===== src/rtl/hsed_pkg.sv =====
// Shared constants, types and functions for the Hamming single-error decoder.
package hsed_pkg;

    localparam int MAX_CODE_BITS_DEF = 64;
    localparam int MIN_CODE_BITS     = 3;
    localparam int CW_W              = 64;
    localparam int DATA_W            = 57;
    localparam int CNT_W             = 6;
    localparam int SYN_W             = 7;
    localparam int N_W               = 7;
    localparam int ST_W              = 2;
    localparam int APB_DW            = 32;
    localparam int APB_AW            = 3;

    localparam logic [ST_W-1:0] ST_CLEAN = 2'd0;
    localparam logic [ST_W-1:0] ST_FIXED = 2'd1;
    localparam logic [ST_W-1:0] ST_RANGE = 2'd2;

    localparam logic           REG_CODE_LEN = 1'b0;
    localparam logic [N_W-1:0] LEN_RESET    = 7'd64;

    typedef struct packed {
        logic [N_W-1:0]   n;
        logic [SYN_W-1:0] syn;
        logic [ST_W-1:0]  status;
        logic [CNT_W-1:0] count;
    } t_meta;

    // positions j (1-based) covered by parity bit 2**k
    function automatic logic [CW_W-1:0] grp_mask(input int k);
        logic [CW_W-1:0] m;
        m = '0;
        for (int j = 1; j <= CW_W; j++) begin
            m[j-1] = ((j >> k) & 1) != 0;
        end
        return m;
    endfunction

    // number of power-of-two positions not above n
    function automatic logic [N_W-1:0] par_count(input logic [N_W-1:0] n);
        logic [N_W-1:0] c;
        c = '0;
        for (int k = 0; k < N_W; k++) begin
            if (n >= N_W'(1 << k)) begin
                c = c + N_W'(1);
            end
        end
        return c;
    endfunction

    // 0-based codeword bit of the c-th data position
    function automatic int data_pos(input int c);
        int cnt;
        int res;
        cnt = 0;
        res = 0;
        for (int j = 1; j <= CW_W; j++) begin
            if ((j & (j - 1)) != 0) begin
                if (cnt == c) begin
                    res = j - 1;
                end
                cnt = cnt + 1;
            end
        end
        return res;
    endfunction

endpackage


===== src/rtl/hsed_in_if.sv =====
// Input channel: one received codeword per word.
interface hsed_in_if;
    logic                      valid;
    logic                      ready;
    logic [hsed_pkg::CW_W-1:0] codeword;

    modport source (output valid, output codeword, input ready);
    modport sink   (input valid, input codeword, output ready);
endinterface


===== src/rtl/hsed_out_if.sv =====
// Output channel: one decoded result per word.
interface hsed_out_if;
    logic                        valid;
    logic                        ready;
    logic [hsed_pkg::DATA_W-1:0] data_bits;
    logic [hsed_pkg::CNT_W-1:0]  data_count;
    logic [hsed_pkg::SYN_W-1:0]  syndrome;
    logic [hsed_pkg::ST_W-1:0]   status;

    modport source (output valid, output data_bits, output data_count, output syndrome,
                    output status, input ready);
    modport sink   (input valid, input data_bits, input data_count, input syndrome,
                    input status, output ready);
endinterface


===== src/rtl/hsed_mask.sv =====
// Stage 1: clamp the code length and clear codeword bits above it.
module hsed_mask #(
    parameter int MAX_CODE_BITS = hsed_pkg::MAX_CODE_BITS_DEF
) (
    input  logic                        i_clk,
    input  logic                        i_rst_n,
    input  logic [hsed_pkg::N_W-1:0]    i_len,
    input  logic                        i_valid,
    output logic                        o_ready,
    input  logic [hsed_pkg::CW_W-1:0]   i_codeword,
    input  logic                        i_ready,
    output logic                        o_valid,
    output hsed_pkg::t_meta             o_meta,
    output logic [MAX_CODE_BITS-1:0]    o_cw
);
    localparam logic [hsed_pkg::N_W-1:0] MAXN = hsed_pkg::N_W'(MAX_CODE_BITS);
    localparam logic [hsed_pkg::N_W-1:0] MINN = hsed_pkg::N_W'(hsed_pkg::MIN_CODE_BITS);

    logic                     r_valid;
    hsed_pkg::t_meta          r_meta;
    logic [MAX_CODE_BITS-1:0] r_cw;
    hsed_pkg::t_meta          n_meta;
    logic [MAX_CODE_BITS-1:0] n_cw;
    logic [hsed_pkg::N_W-1:0] len_eff;

    always_comb begin
        if (i_len < MINN) begin
            len_eff = MINN;
        end else if (i_len > MAXN) begin
            len_eff = MAXN;
        end else begin
            len_eff = i_len;
        end
        for (int i = 0; i < MAX_CODE_BITS; i++) begin
            n_cw[i] = i_codeword[i] && (hsed_pkg::N_W'(i) < len_eff);
        end
        n_meta        = '0;
        n_meta.n      = len_eff;
    end

    assign o_ready = !r_valid || i_ready;

    always_ff @(posedge i_clk) begin
        if (!i_rst_n) begin
            r_valid <= 1'b0;
        end else if (o_ready) begin
            r_valid <= i_valid;
        end
    end

    always_ff @(posedge i_clk) begin
        if (o_ready && i_valid) begin
            r_meta <= n_meta;
            r_cw   <= n_cw;
        end
    end

    assign o_valid = r_valid;
    assign o_meta  = r_meta;
    assign o_cw    = r_cw;
endmodule


===== src/rtl/hsed_syndrome.sv =====
// Stage 2: parity group checks forming the syndrome.
module hsed_syndrome #(
    parameter int MAX_CODE_BITS = hsed_pkg::MAX_CODE_BITS_DEF
) (
    input  logic                        i_clk,
    input  logic                        i_rst_n,
    input  logic                        i_valid,
    output logic                        o_ready,
    input  hsed_pkg::t_meta             i_meta,
    input  logic [MAX_CODE_BITS-1:0]    i_cw,
    input  logic                        i_ready,
    output logic                        o_valid,
    output hsed_pkg::t_meta             o_meta,
    output logic [MAX_CODE_BITS-1:0]    o_cw
);
    logic                       r_valid;
    hsed_pkg::t_meta            r_meta;
    logic [MAX_CODE_BITS-1:0]   r_cw;
    hsed_pkg::t_meta            n_meta;
    logic [hsed_pkg::SYN_W-1:0] syn;

    for (genvar k = 0; k < hsed_pkg::SYN_W; k++) begin : g_grp
        localparam logic [hsed_pkg::CW_W-1:0] GM = hsed_pkg::grp_mask(k);
        assign syn[k] = ^(i_cw & GM[MAX_CODE_BITS-1:0]);
    end

    always_comb begin
        n_meta     = i_meta;
        n_meta.syn = syn;
    end

    assign o_ready = !r_valid || i_ready;

    always_ff @(posedge i_clk) begin
        if (!i_rst_n) begin
            r_valid <= 1'b0;
        end else if (o_ready) begin
            r_valid <= i_valid;
        end
    end

    always_ff @(posedge i_clk) begin
        if (o_ready && i_valid) begin
            r_meta <= n_meta;
            r_cw   <= i_cw;
        end
    end

    assign o_valid = r_valid;
    assign o_meta  = r_meta;
    assign o_cw    = r_cw;
endmodule


===== src/rtl/hsed_correct.sv =====
// Stage 3: single-bit correction, status and data bit count.
module hsed_correct #(
    parameter int MAX_CODE_BITS = hsed_pkg::MAX_CODE_BITS_DEF
) (
    input  logic                        i_clk,
    input  logic                        i_rst_n,
    input  logic                        i_valid,
    output logic                        o_ready,
    input  hsed_pkg::t_meta             i_meta,
    input  logic [MAX_CODE_BITS-1:0]    i_cw,
    input  logic                        i_ready,
    output logic                        o_valid,
    output hsed_pkg::t_meta             o_meta,
    output logic [MAX_CODE_BITS-1:0]    o_cw
);
    logic                     r_valid;
    hsed_pkg::t_meta          r_meta;
    logic [MAX_CODE_BITS-1:0] r_cw;
    hsed_pkg::t_meta          n_meta;
    logic [MAX_CODE_BITS-1:0] n_cw;
    logic                     fix;
    logic                     nonzero;

    always_comb begin
        nonzero = i_meta.syn != '0;
        fix     = nonzero && (i_meta.syn <= i_meta.n);
        for (int i = 0; i < MAX_CODE_BITS; i++) begin
            n_cw[i] = i_cw[i] ^ (fix && (i_meta.syn == hsed_pkg::SYN_W'(i + 1)));
        end
        n_meta       = i_meta;
        n_meta.count = hsed_pkg::CNT_W'(i_meta.n - hsed_pkg::par_count(i_meta.n));
        if (!nonzero) begin
            n_meta.status = hsed_pkg::ST_CLEAN;
        end else if (fix) begin
            n_meta.status = hsed_pkg::ST_FIXED;
        end else begin
            n_meta.status = hsed_pkg::ST_RANGE;
        end
    end

    assign o_ready = !r_valid || i_ready;

    always_ff @(posedge i_clk) begin
        if (!i_rst_n) begin
            r_valid <= 1'b0;
        end else if (o_ready) begin
            r_valid <= i_valid;
        end
    end

    always_ff @(posedge i_clk) begin
        if (o_ready && i_valid) begin
            r_meta <= n_meta;
            r_cw   <= n_cw;
        end
    end

    assign o_valid = r_valid;
    assign o_meta  = r_meta;
    assign o_cw    = r_cw;

    a_stall_hold: assert property (@(posedge i_clk) disable iff (!i_rst_n)
        r_valid && !i_ready |=> r_valid && $stable(r_cw) && $stable(r_meta))
        else $error("stalled word changed in correction stage");

    a_clean_zero: assert property (@(posedge i_clk) disable iff (!i_rst_n)
        r_valid |-> ((r_meta.syn == '0) == (r_meta.status == hsed_pkg::ST_CLEAN)))
        else $error("status and syndrome disagree");

    a_range: assert property (@(posedge i_clk) disable iff (!i_rst_n)
        r_valid && r_meta.status == hsed_pkg::ST_RANGE |-> r_meta.syn > r_meta.n)
        else $error("out-of-range flag with syndrome inside code");

    a_count: assert property (@(posedge i_clk) disable iff (!i_rst_n)
        r_valid |-> hsed_pkg::N_W'(r_meta.count) < r_meta.n)
        else $error("data count not below code length");
endmodule


===== src/rtl/hsed_pack.sv =====
// Stage 4: drop parity positions and pack data bits into the output register.
module hsed_pack #(
    parameter int MAX_CODE_BITS = hsed_pkg::MAX_CODE_BITS_DEF
) (
    input  logic                          i_clk,
    input  logic                          i_rst_n,
    input  logic                          i_valid,
    output logic                          o_ready,
    input  hsed_pkg::t_meta               i_meta,
    input  logic [MAX_CODE_BITS-1:0]      i_cw,
    input  logic                          i_ready,
    output logic                          o_valid,
    output hsed_pkg::t_meta               o_meta,
    output logic [hsed_pkg::DATA_W-1:0]   o_data
);
    localparam int DW = MAX_CODE_BITS
                        - int'(hsed_pkg::par_count(hsed_pkg::N_W'(MAX_CODE_BITS)));

    logic                        r_valid;
    hsed_pkg::t_meta             r_meta;
    logic [hsed_pkg::DATA_W-1:0] r_data;
    logic [hsed_pkg::DATA_W-1:0] n_data;

    for (genvar c = 0; c < hsed_pkg::DATA_W; c++) begin : g_bit
        if (c < DW) begin : g_use
            localparam int P = hsed_pkg::data_pos(c);
            assign n_data[c] = i_cw[P];
        end else begin : g_pad
            assign n_data[c] = 1'b0;
        end
    end

    assign o_ready = !r_valid || i_ready;

    always_ff @(posedge i_clk) begin
        if (!i_rst_n) begin
            r_valid <= 1'b0;
        end else if (o_ready) begin
            r_valid <= i_valid;
        end
    end

    always_ff @(posedge i_clk) begin
        if (o_ready && i_valid) begin
            r_meta <= i_meta;
            r_data <= n_data;
        end
    end

    assign o_valid = r_valid;
    assign o_meta  = r_meta;
    assign o_data  = r_data;
endmodule


===== src/rtl/hamming_single_error_decoder.sv =====
// Hamming single-error-correcting decoder, top level.
// Pipeline: 4 register stages (mask, syndrome, correct, pack), each with its own valid bit;
// the pack register holds the result and drives the output channel.
// Throughput: one word per cycle while the output is ready; a stalled output only holds
// the words behind it, and bubbles are squeezed out.
// Reset: synchronous, active low; clears all stage valid bits and sets code_length to 64.
module hamming_single_error_decoder #(
    parameter int MAX_CODE_BITS = hsed_pkg::MAX_CODE_BITS_DEF
) (
    input  logic                          i_clk,
    input  logic                          i_rst_n,
    input  logic                          psel,
    input  logic                          penable,
    input  logic                          pwrite,
    input  logic [hsed_pkg::APB_AW-1:0]   paddr,
    input  logic [hsed_pkg::APB_DW-1:0]   pwdata,
    output logic [hsed_pkg::APB_DW-1:0]   prdata,
    output logic                          pready,
    hsed_in_if.sink                       i_cw,
    hsed_out_if.source                    o_res
);
    logic [hsed_pkg::N_W-1:0] r_len;

    logic                     s1_valid, s1_ready;
    logic                     s2_valid, s2_ready;
    logic                     s3_valid, s3_ready;
    hsed_pkg::t_meta          s1_meta, s2_meta, s3_meta, s4_meta;
    logic [MAX_CODE_BITS-1:0] s1_cw, s2_cw, s3_cw;
    logic                     cfg_wr;

    assign pready = 1'b1;
    assign cfg_wr = psel && penable && pwrite && (paddr[2] == hsed_pkg::REG_CODE_LEN);
    assign prdata = (paddr[2] == hsed_pkg::REG_CODE_LEN)
                    ? hsed_pkg::APB_DW'(r_len) : '0;

    always_ff @(posedge i_clk) begin
        if (!i_rst_n) begin
            r_len <= hsed_pkg::LEN_RESET;
        end else if (cfg_wr) begin
            r_len <= pwdata[hsed_pkg::N_W-1:0];
        end
    end

    hsed_mask #(.MAX_CODE_BITS(MAX_CODE_BITS)) u_mask (
        .i_clk      (i_clk),
        .i_rst_n    (i_rst_n),
        .i_len      (r_len),
        .i_valid    (i_cw.valid),
        .o_ready    (i_cw.ready),
        .i_codeword (i_cw.codeword),
        .i_ready    (s1_ready),
        .o_valid    (s1_valid),
        .o_meta     (s1_meta),
        .o_cw       (s1_cw)
    );

    hsed_syndrome #(.MAX_CODE_BITS(MAX_CODE_BITS)) u_syndrome (
        .i_clk   (i_clk),
        .i_rst_n (i_rst_n),
        .i_valid (s1_valid),
        .o_ready (s1_ready),
        .i_meta  (s1_meta),
        .i_cw    (s1_cw),
        .i_ready (s2_ready),
        .o_valid (s2_valid),
        .o_meta  (s2_meta),
        .o_cw    (s2_cw)
    );

    hsed_correct #(.MAX_CODE_BITS(MAX_CODE_BITS)) u_correct (
        .i_clk   (i_clk),
        .i_rst_n (i_rst_n),
        .i_valid (s2_valid),
        .o_ready (s2_ready),
        .i_meta  (s2_meta),
        .i_cw    (s2_cw),
        .i_ready (s3_ready),
        .o_valid (s3_valid),
        .o_meta  (s3_meta),
        .o_cw    (s3_cw)
    );

    hsed_pack #(.MAX_CODE_BITS(MAX_CODE_BITS)) u_pack (
        .i_clk   (i_clk),
        .i_rst_n (i_rst_n),
        .i_valid (s3_valid),
        .o_ready (s3_ready),
        .i_meta  (s3_meta),
        .i_cw    (s3_cw),
        .i_ready (o_res.ready),
        .o_valid (o_res.valid),
        .o_meta  (s4_meta),
        .o_data  (o_res.data_bits)
    );

    assign o_res.data_count = s4_meta.count;
    assign o_res.syndrome   = s4_meta.syn;
    assign o_res.status     = s4_meta.status;
endmodule


===== src/flat_wrapper.sv =====
// flat-port wrapper written by rule: the top's interface ports become plain ports
module hamming_single_error_decoder_flat 
#(
    parameter int MAX_CODE_BITS = hsed_pkg::MAX_CODE_BITS_DEF
)
  (i_clk, i_rst_n, psel, penable, pwrite, paddr, pwdata, prdata, pready, i_cw_valid, i_cw_codeword, i_cw_ready, o_res_valid, o_res_data_bits, o_res_data_count, o_res_syndrome, o_res_status, o_res_ready);
  hsed_in_if i_cw_i ();
  hsed_out_if o_res_i ();
  input  logic i_clk;
  input  logic i_rst_n;
  input  logic psel;
  input  logic penable;
  input  logic pwrite;
  input  logic [hsed_pkg::APB_AW-1:0] paddr;
  input  logic [hsed_pkg::APB_DW-1:0] pwdata;
  output logic [hsed_pkg::APB_DW-1:0] prdata;
  output logic pready;
  input wire logic [$bits(i_cw_i.valid)-1:0] i_cw_valid;
  input wire logic [$bits(i_cw_i.codeword)-1:0] i_cw_codeword;
  output wire logic [$bits(i_cw_i.ready)-1:0] i_cw_ready;
  output wire logic [$bits(o_res_i.valid)-1:0] o_res_valid;
  output wire logic [$bits(o_res_i.data_bits)-1:0] o_res_data_bits;
  output wire logic [$bits(o_res_i.data_count)-1:0] o_res_data_count;
  output wire logic [$bits(o_res_i.syndrome)-1:0] o_res_syndrome;
  output wire logic [$bits(o_res_i.status)-1:0] o_res_status;
  input wire logic [$bits(o_res_i.ready)-1:0] o_res_ready;
  assign i_cw_i.valid = i_cw_valid;
  assign i_cw_i.codeword = i_cw_codeword;
  assign i_cw_ready = i_cw_i.ready;
  assign o_res_valid = o_res_i.valid;
  assign o_res_data_bits = o_res_i.data_bits;
  assign o_res_data_count = o_res_i.data_count;
  assign o_res_syndrome = o_res_i.syndrome;
  assign o_res_status = o_res_i.status;
  assign o_res_i.ready = o_res_ready;
  hamming_single_error_decoder #(.MAX_CODE_BITS(MAX_CODE_BITS)) u_core (.i_clk(i_clk), .i_rst_n(i_rst_n), .psel(psel), .penable(penable), .pwrite(pwrite), .paddr(paddr), .pwdata(pwdata), .prdata(prdata), .pready(pready), .i_cw(i_cw_i), .o_res(o_res_i));
endmodule

===== config.mk =====
export PLATFORM = sky130hd
export DESIGN_NAME = hamming_single_error_decoder_flat
export DESIGN_NICKNAME = d
export VERILOG_FILES = /design/src/rtl/hsed_pkg.sv /design/src/rtl/hsed_in_if.sv /design/src/rtl/hsed_out_if.sv /design/src/rtl/hsed_mask.sv /design/src/rtl/hsed_syndrome.sv /design/src/rtl/hsed_correct.sv /design/src/rtl/hsed_pack.sv /design/src/rtl/hamming_single_error_decoder.sv /design/src/flat_wrapper.sv
export SDC_FILE = /design/constraint.sdc
export NUM_CORES = 1
export LEC_CHECK = 0
export BUFFER_PORTS_ARGS = -buffer_cell sky130_fd_sc_hd__clkbuf_2
export CAP_MARGIN = 20
export CORE_MARGIN = 8
export CORE_UTILIZATION = 50
export DETAILED_ROUTE_END_ITERATION = 6
export PLACE_DENSITY = 0.72
export REMOVE_ABC_BUFFERS = 1
export SLEW_MARGIN = 25
export SYNTH_ARGS = -nofsm -noshare
export SYNTH_HDL_FRONTEND = slang
export SYNTH_SLANG_ARGS = --single-unit

===== constraint.sdc =====
create_clock -name i_clk -period 16.2 [get_ports i_clk]
set_input_delay 0.81 -clock i_clk [delete_from_list [all_inputs] [get_ports i_clk]]
set_output_delay 0.81 -clock i_clk [all_outputs]
set_load 0.02 [all_outputs]

==> results.json <==
{
  "min_period_ps": 5600,
  "drt_iter0_markers": 501,
  "dieArea_um2": 31400,
  "cts_resized": 0,
  "hold_path_class": "reg -> reg",
  "grt-ovfl-total": 0,
  "maxCapViolations": 0,
  "synth.avg_cell_area_um2": 14.4,
  "hold_end": "u_core.u_pack.o_data[28]$_DFFE_PP_",
  "cts-root-buf": "clkbuf_16",
  "cts_buffers": 28,
  "fmax_mhz": 179,
  "wl_mm": 27.2,
  "gp_congestion": 0.875,
  "grt_usage_pct": 17.0,
  "post-route-period-util_pct": 34.5,
  "status": "completed",
  "dp.cells": 1366,
  "reg2reg_slack_ps": 10600,
  "initial_utilization_pct": 50.4,
  "cts.sinks": 297,
  "timing_hold_violations_final": 0,
  "grt_antenna_before_repair": 1,
  "end_kind": "register",
  "ios": 213,
  "synth_cells": 899,
  "postCtsSetupBuffers": 0,
  "synth_top_area_share_pct": 66.2,
  "final_nets": 1186,
  "finalSetupViolCount": 0,
  "min_from": "u_core.u_correct.o_cw[34]$_DFFE_PP_",
  "hold_depth": 0,
  "drive_gt1_share_pct": 20.7,
  "dpl_cell_area_um2": 14100,
  "wl_per_cell_um": 19.2,
  "die_w_um": 177,
  "synth_edf_count": 286,
  "clock_path_buffers": 3,
  "rsz0062_at_grt": "no",
  "tritoncts": "done",
  "via_count": 7286,
  "diodes": 0,
  "fp-row-count": 59,
  "synth.most_common_cell": "edfxtp_1",
  "powerDensity_nw_per_um2": 122,
  "slew-limit-headroom_pct": 36.9,
  "area_delta_synth_final_pct": 14.8,
  "dp_hpwl_mm": 20.2,
  "grt_pass1_wl_mm": 41.2,
  "drv_slew": 0,
  "drc": 0,
  "worst-path-max-fanout": 9,
  "yosysTopAreaCell": "edfxtp_1",
  "fin_tns_setup_ps": 0,
  "worstSetupPathType": "reg -> reg",
  "firstDrtPassIters": 6,
  "final-instance-count-excl-fill": 1418,
  "rr_endpoint": "u_core.u_correct.o_meta[5]$_DFFE_PP_",
  "ys_types": 55,
  "power_leakage_nw": 5.39,
  "yosys-top-cells-count": "edfxtp_1, xnor2_1, nand3_1, nor2_1",
  "worst_slew_pin_slew_ps": 946,
  "synth_warnings": 0,
  "grt_pass1_vias": 7274,
  "start_kind": "register",
  "synthesis.area_um2": 13000,
  "drt-vias-per-instance": 5.14,
  "crit_required_ps": 16480,
  "synth_area_leaders": "edfxtp_1, xnor2_1, nand3_1, ha_1, dfxtp_1",
  "crit_arrival_ps": 5870,
  "nFillCells": 2007,
  "r2r_cells": 24,
  "synthArstFlopShare_pct": 0,
  "synth_flop_cell": "edfxtp_1",
  "hold_buffers": 0,
  "grt_max_degree": 73,
  "ir_drop_mv": 0.0903,
  "ant_nets": 0,
  "ys_ff_latch": 297,
  "skew_ps": 13.3,
  "clk_pin_slew_worst_paths_ps": 60,
  "insertion_delay_ps": 540,
  "seq_area_frac_synth_pct": 67.9,
  "die_h_um": 177,
  "numPortBuffers": 159,
  "htreeDepth": 1,
  "coreArea_um2": 25800,
  "r2r-start": "u_core.u_syndrome.o_meta[21]$_DFFE_PP_",
  "fin_area_um2": 14900
}
[layout make-up]
class | count | area [µm²] | area share, %
Clock buffer | 35 | 727 | 4.88
Clock inverter | 17 | 118 | 0.789
Inverter | 22 | 82.6 | 0.554
Multi-Input combinational cell | 544 | 3890 | 26.1
Sequential cell | 297 | 8810 | 59.1
Tap cell | 335 | 419 | 2.81
Timing Repair Buffer | 168 | 863 | 5.79
[cell usage in the layout, fill, tap and decap left out, types with 6 or more instances in the layout]
| master | count |
|---|---|
| edfxtp_1 | 286 |
| xnor2_1 | 166 |
| clkbuf_2 | 159 |
| nand3_1 | 59 |
| nor2_1 | 34 |
| nand2_1 | 29 |
| clkbuf_16 | 28 |
| a21oi_1 | 27 |
| nor2b_1 | 27 |
| conb_1 | 26 |
| inv_1 | 22 |
| a21boi_0 | 21 |
| o21ai_0 | 19 |
| ha_1 | 18 |
| xor2_1 | 14 |
| and2_1 | 11 |
| dfxtp_1 | 11 |
| nand2b_1 | 9 |
| nor3_1 | 9 |
| clkinv_2 | 9 |
| buf_4 | 9 |
| o211a_1 | 7 |
| mux2i_1 | 7 |
| clkbuf_1 | 7 |
| o21a_1 | 6 |
[worst max-delay path by stage]
| stage | start | endpoint | slack [ps] | cells past startpoint |
|---|---|---|---|---|
| finish | u_core.u_syndrome.o_meta[21]$_DFFE_PP_ | u_core.u_correct.o_meta[5]$_DFFE_PP_ | 10600 | 24 |
| global placement | u_core.u_syndrome.o_meta[21]$_DFFE_PP_ | u_core.u_correct.o_meta[5]$_DFFE_PP_ | 10790 | 24 |
| floorplan | o_res_ready | u_core.u_correct.o_cw[10]$_DFFE_PP_ | 9460 | 2 |
| global route | u_core.u_syndrome.o_meta[21]$_DFFE_PP_ | u_core.u_correct.o_meta[5]$_DFFE_PP_ | 10200 | 24 |
| CTS | u_core.u_syndrome.o_meta[21]$_DFFE_PP_ | u_core.u_correct.o_meta[5]$_DFFE_PP_ | 10620 | 24 |
| detailed placement | u_core.u_syndrome.o_meta[21]$_DFFE_PP_ | u_core.u_correct.o_meta[5]$_DFFE_PP_ | 10640 | 24 |
[report_power, final]
group	internal (W)	switching, W	total (W)	leakage, nW
logic	0.000121	0.000157	0.000277	2.21
clock network	0.000334	0.000266	0.000600	0.418
registers	0.000898	0.0000458	0.000944	2.77
[per-layer routing]
metal / global-route usage, % / routed length, µm / part of all wire (%) / vias to the layer above
met5: 0 / 13 / 0.048 / -
li1: - / - / - / 3485
met4: 4.62 / 576 / 2.1 / 2
met1: 23.3 / 11700 / 43 / 3454
met2: 27.1 / 12600 / 46 / 299
met3: 3.50 / 2280 / 8.4 / 46
[through the flow]
step / total power [W] / hold WS, ps / setup WS [ps] / util, %
floorplan: 0.00115 / 400 / 9460 / -
global placement: 0.00123 / 404 / 10790 / 54.5
detailed placement: 0.00124 / 405 / 10640 / 54.6
CTS: 0.00183 / 416 / 10620 / 57.9
global route: 0.00189 / 424 / 10200 / 57.9
finish: 0.00182 / 412 / 10600 / 57.9
[kinds of logic after synthesis]
family,count (synthesis),synth area share [%]
flops,297,67.9
other cells,2,0.0579
compound gates,101,5.18
xor+xnor,185,12.9
simple gates,204,8.20
fa+ha+maj,19,1.89
mux,9,0.733
buf+inv,82,3.20
[state kept, by name, indices dropped and copies added, names as in the netlist, 7 cells and up]
register / flops
u_core.u_correct.o_cw: 57
u_core.u_correct.o_meta: 15
u_core.u_pack.o_meta: 15
u_core.r_len: 7
u_core.u_mask.o_cw: 64
u_core.u_pack.o_data: 57
u_core.u_syndrome.o_cw: 58
u_core.u_mask.o_meta: 7
u_core.u_syndrome.o_meta: 13
[worst max-delay path, stage by stage, from the launching register on]
cell and delay, ps:
edfxtp_1 530, nor3_4 360, nand3_2 170, nor2_1 190, inv_1 80, nor2_1 160
ha_1 390, xor2_1 230, ha_1 330, nor2_1 110, a21oi_1 50, ha_1 290
o21ai_0 250, inv_1 90, ha_1 330, mux2_2 270, ha_1 290, nand2_1 70
o21a_1 120, ha_1 270, a21o_1 180, a21oi_1 220, o21bai_1 90, a21oi_1 190
xnor2_1 80
Power figures use the tool's default switching activity.
